<file path="src/sv/qcpv_pkg.sv">
// ----------------------------------------------------------------------------
// qcpv_pkg
// shared types and constants for quad projection and culling
// ----------------------------------------------------------------------------
package qcpv_pkg;

  localparam int unsigned NVERT = 4;
  localparam int unsigned CFG_IDX_W = 3;
  localparam int unsigned CFG_DATA_W = 32;

  typedef enum logic [CFG_IDX_W-1:0] {
    REG_NEAR   = 3'd0,
    REG_FAR    = 3'd1,
    REG_FOCAL  = 3'd2,
    REG_VIEW_W = 3'd3,
    REG_VIEW_H = 3'd4,
    REG_SCR_W  = 3'd5,
    REG_SCR_H  = 3'd6,
    REG_CULL   = 3'd7
  } reg_idx_e;

  typedef enum logic [1:0] {
    CULL_NONE = 2'd0,
    CULL_CW   = 2'd1,
    CULL_CCW  = 2'd2,
    CULL_RSVD = 2'd3
  } cull_mode_e;

  typedef struct packed {
    logic signed [31:0] near_plane;
    logic signed [31:0] far_plane;
    logic [30:0]        focal_distance;
    logic [30:0]        view_width;
    logic [30:0]        view_height;
    logic [12:0]        screen_width;
    logic [12:0]        screen_height;
    cull_mode_e         cull_mode;
  } cfg_t;

endpackage

</file>
<file path="src/sv/qcpv_cfg.sv">
// ----------------------------------------------------------------------------
// qcpv_cfg
// configuration register file
// ----------------------------------------------------------------------------
module qcpv_cfg (
  input  logic                                 clk_i,
  input  logic                                 rst_ni,
  input  logic                                 cfg_valid_i,
  output logic                                 cfg_ready_o,
  input  logic [qcpv_pkg::CFG_IDX_W-1:0]       cfg_index_i,
  input  logic [qcpv_pkg::CFG_DATA_W-1:0]      cfg_data_i,
  output qcpv_pkg::cfg_t                       cfg_o
);
  qcpv_pkg::cfg_t cfg_q;

  assign cfg_ready_o = 1'b1;
  assign cfg_o = cfg_q;

  always_ff @(posedge clk_i or negedge rst_ni) begin
    if (!rst_ni) begin
      cfg_q.near_plane     <= 32'sd65536;
      cfg_q.far_plane      <= 32'sd65536000;
      cfg_q.focal_distance <= 31'd65536;
      cfg_q.view_width     <= 31'd131072;
      cfg_q.view_height    <= 31'd131072;
      cfg_q.screen_width   <= 13'd480;
      cfg_q.screen_height  <= 13'd480;
      cfg_q.cull_mode      <= qcpv_pkg::CULL_CCW;
    end else if (cfg_valid_i) begin
      unique case (qcpv_pkg::reg_idx_e'(cfg_index_i))
        qcpv_pkg::REG_NEAR:   cfg_q.near_plane     <= cfg_data_i;
        qcpv_pkg::REG_FAR:    cfg_q.far_plane      <= cfg_data_i;
        qcpv_pkg::REG_FOCAL:  cfg_q.focal_distance <= cfg_data_i[30:0];
        qcpv_pkg::REG_VIEW_W: cfg_q.view_width     <= cfg_data_i[30:0];
        qcpv_pkg::REG_VIEW_H: cfg_q.view_height    <= cfg_data_i[30:0];
        qcpv_pkg::REG_SCR_W:  cfg_q.screen_width   <= cfg_data_i[12:0];
        qcpv_pkg::REG_SCR_H:  cfg_q.screen_height  <= cfg_data_i[12:0];
        qcpv_pkg::REG_CULL:   cfg_q.cull_mode      <= qcpv_pkg::cull_mode_e'(cfg_data_i[1:0]);
        default: ;
      endcase
    end
  end
endmodule

</file>
<file path="config.mk">
export PLATFORM = sky130hd
export DESIGN_NAME = qcpv_cfg
export DESIGN_NICKNAME = d
export VERILOG_FILES = /design/src/sv/qcpv_pkg.sv /design/src/sv/qcpv_cfg.sv
export SDC_FILE = /design/constraint.sdc
export NUM_CORES = 1
export LEC_CHECK = 0
export BUFFER_PORTS_ARGS = -buffer_cell sky130_fd_sc_hd__buf_2
export CAP_MARGIN = 15
export CORE_MARGIN = 1.5
export CORE_UTILIZATION = 51
export DETAILED_ROUTE_END_ITERATION = 10
export PLACE_DENSITY = 0.78
export SETUP_SLACK_MARGIN = 0.2
export SLEW_MARGIN = 10
export SYNTH_ARGS = -nofsm -noshare
export SYNTH_HDL_FRONTEND = slang
export SYNTH_SLANG_ARGS = --single-unit
</file>
<file path="constraint.sdc">
create_clock -name clk_i -period 1.3 [get_ports clk_i]
set_clock_uncertainty 0.2 [all_clocks]
set_input_delay 0.26 -clock clk_i [delete_from_list [all_inputs] [get_ports clk_i]]
set_output_delay 0.26 -clock clk_i [all_outputs]
set_load 0.02 [all_outputs]
</file>
==> flow_summary_export.csv, run 1 <==
group,metric,value,unit
status,run_status,"aborted with a tool error",
status,haltStage,"global routing (5_1_grt)",
status,error_line,"[ERROR GRT-0232] Routing congestion too high. Check the congestion heatmap in the GUI.",
clocking,h-tree-depth,4,
clocking,cts-root-buf,"clkbuf_16",
placement,place_area,0.008871,mm²
placement,gp_congestion,0.7791,
synthesis,synthMuxAreaShare,29.77,%
placement,hpwl,12260,µm
synthesis,synth_edf_count,0,
synthesis,yosys.area_share.simple,1.305,%
synthesis,synth_ff_type,"dfrtp_1",
clocking,cts_buffers,17,
global_route,grt_max_degree,35,
synthesis,yosys.area_share.adder,0,%
floorplanning,boundaryPins,224,
placement,pre_cts_slack,-0.4680,ns
timing,worst-endpoint-pin-kind,"output port",
clocking,cts_sinks,185,
synthesis,synthTopCellsByCount,"177 x mux2_2, 166 x dfrtp_1, 19 x dfstp_2, 8 x buf_2, 8 x mux2_1",
synthesis,synth_top_family_by_area,"multiplexers",
floorplanning,start_util,52.63,%
floorplanning,die_y,120.1,µm
synthesis,synthCells,401,
global_route,grtUsageTotal,88.71,%
placement,portBuffers,222,
synthesis,yosys.cell_count.top_type,"mux2_2",
global_route,overflow,385,
synthesis,synth_cell_types,15,
synthesis,synth-seq-cells,185,
synthesis,syn_area,0.006997,mm²
placement,dp.cells,806,
synthesis,synth_area_leader_cell,"dfrtp_1",
synthesis,avgSynthCellArea,17.45,µm²
floorplanning,chipWidth,120.1,µm
clocking,cts_buffer_depth,2,
synthesis,yosysSeqAreaShare,66.51,%
global_route,grt_antenna_before_repair,2,
synthesis,synth_nets,439,
synthesis,synth-compound-area-share,0,%
floorplanning,rows,42,
timing,grt-worst-endpoint,"cfg_o[146]",
synthesis,async_flop_share,100.0,%
synthesis,ys_warn_count,0,
synthesis,netlist.area_leader.share,59.37,%
synthesis,synthXorXnorAreaFrac,0,%
synthesis,synth_area_leaders,"dfrtp_1 59%, mux2_2 28%, dfstp_2 7.1%, mux2_1 1.3%, buf_6 0.97%",
stage by stage:
step | util [%] | TNS (ns)
after floorplan | - | -41.36
after global placement | 66.72 | -62.49
after detailed placement | 66.72 | -65.97
after CTS | 90.81 | -25.87
routing by layer:
metal / GRT overflow / global-route usage (%)
met5: 1 / 20.96
met4: 142 / 97.40
met3: 3 / 74.48
met2: 237 / 104.9
met1: 2 / 85.95
cells by family after synthesis:
family        Yosys count
simple gates            8
mux                   185
flops                 185
buf+inv                22
other cells             1
repair_timing:
item	in CTS
hold buffers	16
setup buffers	82
pin swaps	2
endpoints found under the setup margin	345
gates cloned	14
resized for setup	456
endpoints found under the hold margin	317
==> inputs of run 2 (changes only) <==
CORE_UTILIZATION = 40   (was 51)
PLACE_DENSITY = unset   (was 0.78)
PLACE_DENSITY_LB_ADDON = 0.15   (was unset)
SETUP_SLACK_MARGIN = unset   (was 0.2)
==> run 2 against run 1 <==
Effect of this change:
- synthesized area did not move
- the flow now finishes, with violations (negative setup slack)
- synthesized cell count unchanged
==> flow_summary_export.csv, run 2 <==
group,metric,value,unit
detailed_routing,wl,19630,µm
floorplanning,die_y,135.3,µm
timing,slew_viol_final,0,
power,cellLeakagePower,5.597,nW
synthesis,synth_ff_type,"dfrtp_1",
worst_setup_path,cp_data_arrival_time,1.10,ns
worst_setup_path,crit_path_end_kind,"output port",
global_route,grt_use_met2,35.01,%
placement,place_area,0.008929,mm²
global_route,grt_pass1_vias,5190,
global_route,met1_usage,28.93,%
floorplanning,chipWidth,135.3,µm
cells_and_area,fin_nets,806,
synthesis,ys_warn_count,0,
timing,rsz0062_at_grt,"yes",
clocking,cts-root-buf,"clkbuf_16",
detailed_routing,routed-via-count,4755,
global_route,grtUsageTotal,21.84,%
placement,portBuffers,222,
synthesis,synth_cell_types,15,
timing,period_share,119.9,%
worst_setup_path,regToRegSetupSlack,0.07,ns
power,seq_power_share,38.5,%
synthesis,synth-seq-cells,185,
worst_setup_path,crit_chain,"buf_6",
cells_and_area,drive_above_1_share,73.37,%
detailed_routing,first_pass_iters,4,
timing,period_minus_slack,1.558,ns
worst_setup_path,cp_max_fo,2,
synthesis,syn_area,0.006997,mm²
worst_setup_path,cp-startpoint,"cfg_o[106]",
hold_path,hold_class,"input port to flop",
worst_setup_path,rr_startpoint,"cfg_o[35]",
worst_setup_path,endpoint,"cfg_o[106]",
worst_setup_path,cp.required,0.84,ns
cells_and_area,largest_register_ffs,185,
synthesis,netlist.area_leader.share,59.37,%
detailed_routing,wl_per_cell,19.52,µm
placement,gp_congestion,0.7500,
timing,hold_viol,0,
worst_setup_path,cp_num_buf_inv,1,
clocking,h-tree-depth,4,
hold_path,worstHoldStart,"cfg_data_i[1]",
floorplanning,dieArea,0.01829,mm²
synthesis,synthTopCellsByCount,"177 x mux2_2, 166 x dfrtp_1, 19 x dfstp_2, 8 x buf_2, 8 x mux2_1",
detailed_routing,route.detailed.drc,0,
global_route,grt.busiest_layer,"met2",
status,run_status,"complete, but fails checks",
synthesis,synth_edf_count,0,
floorplanning,start_util,40.73,%
cells_and_area,final_cell_mix,"190 x buf_6, 166 x dfrtp_1, 97 x mux2_2, 97 x buf_4, 84 x mux2_4",
cells_and_area,final_cell_area,0.01179,mm²
floorplanning,boundaryPins,224,
global_route,grt_antenna_before_repair,0,
clocking,clk-insertion-delay-late,0.42,ns
worst_setup_path,reg2reg_depth,3,
worst_setup_path,slowest_stage,"dfstp_2",
synthesis,async_flop_share,100.0,%
detailed_routing,postRouteAntennaNets,0,
worst_setup_path,path_depth,1,
timing,fmax,641.7,MHz
power,p_sw,0.006310,W
global_route,grt_pass1_wl,29950,µm
floorplanning,rows,48,
global_route,overflow,0,
detailed_routing,vias_per_cell,4.727,
cells_and_area,diodes,0,
cells_and_area,layout_commonest_cell,"buf_6",
power,combPwrFrac,36.2,%
synthesis,avgSynthCellArea,17.45,µm²
placement,hpwl,11990,µm
global_route,grt_max_degree,33,
worst_setup_path,cp-start-kind,"flop",
worst_setup_path,crit_family,"flip-flops",
synthesis,synth_area_leaders,"dfrtp_1 59%, mux2_2 28%, dfstp_2 7.1%, mux2_1 1.3%, buf_6 0.97%",
flow_run,drv_cap,0,
power,pwr-share-clk,25.3,%
synthesis,synth_area_leader_cell,"dfrtp_1",
clocking,clk_pin_slew,0.07,ns
clocking,cts_buffer_depth,2,
clocking,cts_sinks,185,
worst_setup_path,critPathKind,"flop to output port",
status,violations,"negative setup slack",
cells_and_area,areaGrowthSynthToFinish,68.56,%
power,power_density,1787,mW/mm²
clocking,cts_tree,"built",
clocking,cts_buffers,17,
timing,hold-worst-slack,0.01802,ns
power,p_sw_share,29.93,%
synthesis,synth_nets,439,
synthesis,yosysSeqAreaShare,66.51,%
floorplanning,core_area,0.01718,mm²
timing,setup_violations,185,
cells_and_area,post-route-util,68.66,%
worst_setup_path,r2r-end,"cfg_o[35]",
worst_setup_path,cp_slowest_stage_delay,0.56,ns
global_route,gr-usage-met3,5.799,%
placement,dp.cells,850,
cells_and_area,fin_cells,1006,
power,peakVddDrop,0.001017,V
timing,fin_ws,-0.2583,ns
detailed_routing,drtIter0Drc,145,
synthesis,synthCells,401,
synthesis,yosys.cell_count.top_type,"mux2_2",
power,internal-power,0.01477,W
[run 2: cell counts after synthesis]
No cell type changed its count.
[run 2: metal layers]
metal	vias up	wire length (µm)
met5	-	0
met1	2432	8516
met2	137	9724
met3	25	1018
met4	0	374
li1	2161	-
[run 2: through the flow]
stage / TNS, ns / worst slack, ns / total power [W]
3_3_place_gp: -65.50 / -0.4675 / 0.01292
3_5_place_dp: -69.23 / -0.4898 / 0.01306
2_1_floorplan: -41.36 / -0.3476 / 0.01101
5_1_grt: -29.17 / -0.2907 / 0.02195
6_report: -22.72 / -0.2583 / 0.02108
4_1_cts: -26.11 / -0.2713 / 0.02081
[run 2: worst min path at each step]
stage | end | slack [ns] | depth (start not counted)
final | cfg_o[3] | 0.02 | 2
after CTS | cfg_o[28] | 0.001 | 2
after floorplan | cfg_o[0] | -0.24 | 0
after global routing | cfg_o[28] | 0.02 | 2
after global placement | cfg_o[171] | 0.001 | 1
after detailed placement | cfg_o[44] | 0.003 | 1
[run 2: area by class of cell]
| cell class | count | area, µm² |
|---|---|---|
| Clock inverter | 11 | 147.6 |
| Sequential cell | 185 | 4653 |
| Clock buffer | 21 | 460.4 |
| Fill cell | 1176 | 5383 |
| Multi-Input combinational cell | 194 | 2512 |
| Timing Repair Buffer | 370 | 3739 |
| Tap cell | 225 | 281.5 |
[run 2: power by group through the flow]
stage                     clock network [W]  logic [W]  registers (W)
after detailed placement                  0    0.00518        0.00788
after global routing                0.00567    0.00803        0.00825
final                               0.00533    0.00764        0.00811
after CTS                           0.00541    0.00731        0.00809
after floorplan                           0    0.00157        0.00945
after global placement                    0    0.00508        0.00784
[run 2: what timing repair did]
| action | 4_1_cts | 5_1_grt |
|---|---|---|
| setup endpoints to repair | 204 | 254 |
| buffers inserted | 55 | 34 |
| resized for setup | 375 | 11 |
| cloned | 2 | 2 |
| hold buffers | 31 | 0 |
| hold endpoints to repair | 340 | 0 |
| pin swaps | 1 | 2 |
[run 2: kinds of logic (layout without fill, tap and decap cells)]
group	count (synthesis)	in the layout	synth area share [%]
other	1	1	0.05360
buffers and inverters	22	402	2.360
DFF	185	185	66.51
and+or+nand+nor	8	8	1.305
muxes	185	185	29.77
[run 2: worst register-to-register path, delay by kind of cell (launching register included)]
kind | cells | cell delay [ns]
mux | 1 | 0.25
buf+inv | 2 | 0.26
flops | 1 | 0.40
Power figures use the tool's default switching activity.
==> inputs of run 3 (changes only) <==
MAX_ROUTING_LAYER = met4   (was unset)
PLACE_DENSITY = 0.7   (was unset)
PLACE_DENSITY_LB_ADDON = unset   (was 0.15)
==> run 3 against run 2 <==
Effect of this change:
- the flow still finishes with violations (negative setup slack)
- sequential power rose by 0.7%
- utilization rose by 0.83 points
- final cell count rose by 2.0%
- register-to-register slack got worse by 0.03 ns
==> flow_summary_export.csv, run 3 (synthesized netlist as in run 2, its figures left out) <==
group,metric,value,unit
timing,period_share,120.4,%
worst_setup_path,crit_path_end_kind,"output port",
power,seq_power_share,38.3,%
floorplanning,boundaryPins,224,
timing,rsz0062_at_grt,"yes",
cells_and_area,layout_commonest_cell,"buf_6",
clocking,h-tree-depth,4,
floorplanning,chipWidth,135.3,µm
worst_setup_path,cp_data_arrival_time,1.11,ns
clocking,cts_tree,"built",
placement,portBuffers,222,
worst_setup_path,r2r-end,"cfg_o[129]",
worst_setup_path,reg2reg_depth,3,
power,p_sw,0.006587,W
timing,period_minus_slack,1.566,ns
clocking,cts_buffers,17,
detailed_routing,routed-via-count,4986,
cells_and_area,largest_register_ffs,185,
status,run_status,"complete, but fails checks",
worst_setup_path,cp_num_buf_inv,1,
clocking,cts_buffer_depth,2,
cells_and_area,post-route-util,69.49,%
detailed_routing,drtIter0Drc,196,
timing,fin_ws,-0.2658,ns
global_route,grt_pass1_vias,5443,
worst_setup_path,cp_slowest_stage_delay,0.56,ns
cells_and_area,fin_nets,825,
global_route,grt_max_degree,39,
worst_setup_path,crit_chain,"buf_6",
clocking,cts-root-buf,"clkbuf_16",
clocking,clk_pin_slew,0.07,ns
cells_and_area,areaGrowthSynthToFinish,70.60,%
cells_and_area,final_cell_mix,"190 x buf_6, 166 x dfrtp_1, 116 x buf_4",
placement,hpwl,12530,µm
timing,fmax,638.7,MHz
global_route,grt_pass1_wl,31140,µm
detailed_routing,postRouteAntennaNets,0,
global_route,grtUsageTotal,23.45,%
worst_setup_path,slowest_stage,"dfstp_2",
power,combPwrFrac,37.1,%
detailed_routing,first_pass_iters,4,
status,violations,"negative setup slack",
floorplanning,dieArea,0.01829,mm²
clocking,cts_sinks,185,
global_route,overflow,0,
hold_path,hold_class,"input port to asynchronous set/reset pin",
floorplanning,rows,48,
worst_setup_path,cp_max_fo,2,
timing,slew_viol_final,0,
detailed_routing,wl_per_cell,20.96,µm
cells_and_area,fill_cells,1070,
floorplanning,die_y,135.3,µm
worst_setup_path,rr_startpoint,"cfg_o[129]",
worst_setup_path,cp-start-kind,"flop",
power,internal-power,0.01472,W
placement,gp_congestion,0.8329,
timing,hold-worst-slack,0.1174,ns
clocking,clk-insertion-delay-late,0.43,ns
detailed_routing,wl,21510,µm
global_route,grt_antenna_before_repair,1,
worst_setup_path,crit_family,"flip-flops",
power,pwr-share-clk,24.6,%
timing,hold_viol,0,
detailed_routing,vias_per_cell,4.860,
worst_setup_path,regToRegSetupSlack,0.04,ns
floorplanning,start_util,40.73,%
flow_run,drv_cap,0,
cells_and_area,drive_above_1_share,73.88,%
power,p_sw_share,30.91,%
worst_setup_path,cp.required,0.84,ns
power,peakVddDrop,0.0009203,V
floorplanning,core_area,0.01718,mm²
detailed_routing,route.detailed.drc,0,
worst_setup_path,critPathKind,"flop to output port",
power,cellLeakagePower,5.701,nW
timing,setup_violations,185,
power,power_density,1785,mW/mm²
[run 3: cell types whose count changed in the layout (fill, tap and decap cells not counted), moves of 2 or more]
cell / previous run / this run
buf_4: 97 / 116
mux2_2: 97 / 89
clkinv_4: 3 / 5
mux2_4: 84 / 92
dlygate4sd3_1: 31 / 33
[run 3: through the flow]
step / worst slack, ns / power [W] / instance area, µm² / instances / TNS [ns]
3_3_place_gp: -0.4627 / 0.01289 / 8954 / 855 / -62.69
3_5_place_dp: -0.5024 / 0.01307 / 8954 / 855 / -67.97
6_report: -0.2658 / 0.02131 / 11940 / 1026 / -24.73
5_1_grt: -0.3007 / 0.02211 / 11940 / 1026 / -30.52
2_1_floorplan: -0.3476 / 0.01101 / 7432 / 401 / -41.36
4_1_cts: -0.2752 / 0.02072 / 11520 / 980 / -26.44
[run 3: layout make-up]
class                      count  area (µm²)  share of cell area, %
tap                          225       281.5                  2.359
timing repair buffer         389        3859                  32.33
clock buffer                  20       456.7                  3.826
clock inverter                12       141.4                  1.184
sequential                   185        4653                  38.98
antenna                        1       2.502                0.02096
multi-input combinational    194        2542                  21.30
[run 3: timing repair]
action / in CTS / in global routing
setup endpoints to repair: 229 / 221
hold endpoints to repair: 354 / 0
pin swaps: 1 / 2
cloned: 1 / 2
setup buffers: 59 / 44
hold buffers: 33 / 0
resized for setup: 375 / 20
[run 3: layer usage]
layer	track usage, %	up-vias	wire length (µm)
met2	38.86	163	11460
met4	10.87	0	712
li1	-	2209	-
met1	27.87	2565	8454
met5	-	-	0
met3	4.302	49	879
[run 3: how the worst max path moves through the flow]
stage                               from  cells after the start    endpoint  slack (ns)
after floorplan           cfg_index_i[2]                      4  cfg_o[170]       -0.35
after global placement    cfg_index_i[2]                      4  cfg_o[121]       -0.46
after detailed placement  cfg_index_i[2]                      4  cfg_o[152]       -0.50
after CTS                     cfg_o[106]                      1  cfg_o[106]       -0.28
after global routing          cfg_o[106]                      1  cfg_o[106]       -0.30
final                         cfg_o[169]                      1  cfg_o[169]       -0.27
[run 3: power by group through the flow]
stage	clock network [W]	registers, W	logic, W
2_1_floorplan	0	0.00945	0.00157
3_3_place_gp	0	0.00784	0.00505
3_5_place_dp	0	0.00789	0.00517
4_1_cts	0.00528	0.00810	0.00735
5_1_grt	0.00559	0.00830	0.00823
6_report	0.00524	0.00817	0.00790
==> inputs of run 4 (changes only) <==
CORE_MARGIN = 4   (was 1.5)
GPL_TIMING_DRIVEN = 0   (was unset)
==> run 4 against run 3 <==
Effect of this change:
- the run ends with negative hold slack, negative setup slack left
- global-route usage fell by 1.7 points
- non-clock buffer count is 18 lower
- setup slack better by 0.026 ns
- hold slack worse by 0.53 ns
- final area decreased by 2.0%
==> flow_summary_export.csv, run 4 (synthesized netlist as in run 2, its figures left out) <==
group,metric,value,unit
cells_and_area,fin_nets,807,
clocking,clk_pin_slew,0.07,ns
global_route,grt_pass1_vias,5566,
timing,period_minus_slack,1.540,ns
detailed_routing,postRouteAntennaNets,0,
cells_and_area,final_cell_mix,"193 x buf_6, 166 x dfrtp_1, 98 x mux2_2",
worst_setup_path,cp_num_buf_inv,1,
clocking,cts-root-buf,"clkbuf_16",
clocking,cts_sinks,185,
global_route,grt_antenna_before_repair,0,
timing,worstMarginPinSlew,0.5817,ns
worst_setup_path,slowest_stage,"dfstp_2",
worst_setup_path,critPathKind,"flop to output port",
detailed_routing,route.detailed.drc,0,
timing,period_share,118.4,%
timing,fmax,649.6,MHz
floorplanning,boundaryPins,224,
worst_setup_path,crit_path_end_kind,"output port",
cells_and_area,layout_commonest_cell,"buf_6",
floorplanning,dieArea,0.01967,mm²
timing,slew_viol_final,0,
detailed_routing,routed-via-count,4892,
detailed_routing,wl,20640,µm
clocking,cts_tree,"built",
placement,gp_congestion,0.7956,
worst_setup_path,crit_family,"flip-flops",
status,violations,"negative hold slack, negative setup slack",
cells_and_area,areaGrowthSynthToFinish,67.22,%
placement,portBuffers,219,
floorplanning,chipWidth,140.3,µm
timing,hold-worst-slack,-0.4135,ns
detailed_routing,drtIter0Drc,186,
clocking,cts_hold_buffers,32,
power,power_density,1799,mW/mm²
power,peakVddDrop,0.0009506,V
cells_and_area,fin_cells,1008,
clocking,cts_buffer_depth,2,
floorplanning,rows,48,
placement,pre_cts_slack,-0.5850,ns
global_route,overflow,0,
clocking,h-tree-depth,4,
global_route,grtUsageTotal,21.79,%
worst_setup_path,cp.required,0.84,ns
cells_and_area,drive_above_1_share,73.40,%
detailed_routing,first_pass_iters,4,
timing,fin_ws,-0.2395,ns
flow_run,drv_cap,0,
floorplanning,die_y,140.3,µm
cells_and_area,largest_register_ffs,185,
timing,hold_viol,74,
placement,dp.cells,846,
status,run_status,"complete, but fails checks",
worst_setup_path,crit_chain,"buf_6",
detailed_routing,wl_per_cell,20.48,µm
worst_setup_path,cp_data_arrival_time,1.08,ns
global_route,grt_pass1_wl,32050,µm
floorplanning,core_area,0.01724,mm²
worst_setup_path,cp_max_fo,2,
timing,timing.setup.tns,-22.27,ns
worst_setup_path,cp_slowest_stage_delay,0.55,ns
placement,place_area,0.008847,mm²
placement,hpwl,12730,µm
timing,rsz0062_at_grt,"yes",
floorplanning,start_util,40.59,%
clocking,clk-insertion-delay-late,0.41,ns
global_route,grt_max_degree,112,
timing,timing.slew.headroom,61.22,%
hold_path,hold_class,"input port to asynchronous set/reset pin",
detailed_routing,vias_per_cell,4.853,
clocking,cts_buffers,17,
worst_setup_path,cp-start-kind,"flop",
cells_and_area,final_cell_area,0.01170,mm²
power,cellLeakagePower,5.540,nW
timing,setup_violations,185,
==> run 4: changes by cell type in the layout (fill, tap and decap cells not counted), moves of 2 or more <==
cell        change
buf_12         -13
buf_4          -19
buf_6           +3
buf_8          +12
clkbuf_8        -2
clkinv_2        -2
clkinv_4        -4
clkinvlp_4      +5
inv_8           +2
mux2_2          +9
mux2_4          -9
==> run 4: area by class of cell <==
| cell class | instances | area [µm²] |
|---|---|---|
| tap | 225 | 281.5 |
| sequential | 185 | 4653 |
| clock buffer | 18 | 429.2 |
| timing repair buffer | 349 | 3343 |
| clock inverter | 14 | 165.2 |
| antenna | 1 | 2.502 |
| fill | 1098 | 5537 |
| multi-input combinational | 194 | 2509 |
| buffer | 22 | 316.6 |
==> run 4: where the power goes <==
| part | leakage (nW) | internal (W) | switching [W] | total [W] |
|---|---|---|---|---|
| clock network | 0.271 | 0.00289 | 0.00229 | 0.00518 |
| logic | 3.08 | 0.00452 | 0.00324 | 0.00775 |
| registers | 2.19 | 0.00713 | 0.000992 | 0.00812 |
| total | 5.54 | 0.0145 | 0.00652 | 0.0211 |
==> run 4: metrics by stage <==
| step | total power, W | utilization, % | hold slack, ns |
|---|---|---|---|
| final | 0.02105 | 67.88 | -0.4135 |
| after global routing | 0.02192 | 67.86 | -0.3788 |
| after floorplan | 0.01101 | - | -0.2356 |
| after detailed placement | 0.01306 | 51.33 | 0.05587 |
| after global placement | 0.01287 | 51.11 | 0.2678 |
| after CTS | 0.02068 | 66.04 | -0.4008 |
==> run 4: final timing paths <==
path,start,endpoint,slack [ns],depth (start not counted)
max,cfg_o[142],cfg_o[142],-0.24,1
min in group clk_i,cfg_index_i[0],cfg_o[0],0.09,3
min reg2reg,cfg_o[175],cfg_o[175],0.32,1
max in group asynchronous,rst_ni,cfg_o[79],0.35,2
max reg2reg,cfg_o[130],cfg_o[130],0.05,3
min,rst_ni,cfg_o[92],-0.41,1
==> run 4: metal layers <==
metal / share of wire [%] / track usage, %
met4: 3.6 / 8.873
met3: 4.2 / 4.746
met1: 39 / 24.62
met2: 53 / 37.60
met5: 0 / -
==> run 4: timing repair <==
action | 4_1_cts | 5_1_grt
endpoints found under the hold margin | 259 | 70
resized for setup | 375 | 6
pin swaps | 1 | 1
setup endpoints to repair | 245 | 219
setup buffers | 59 | 38
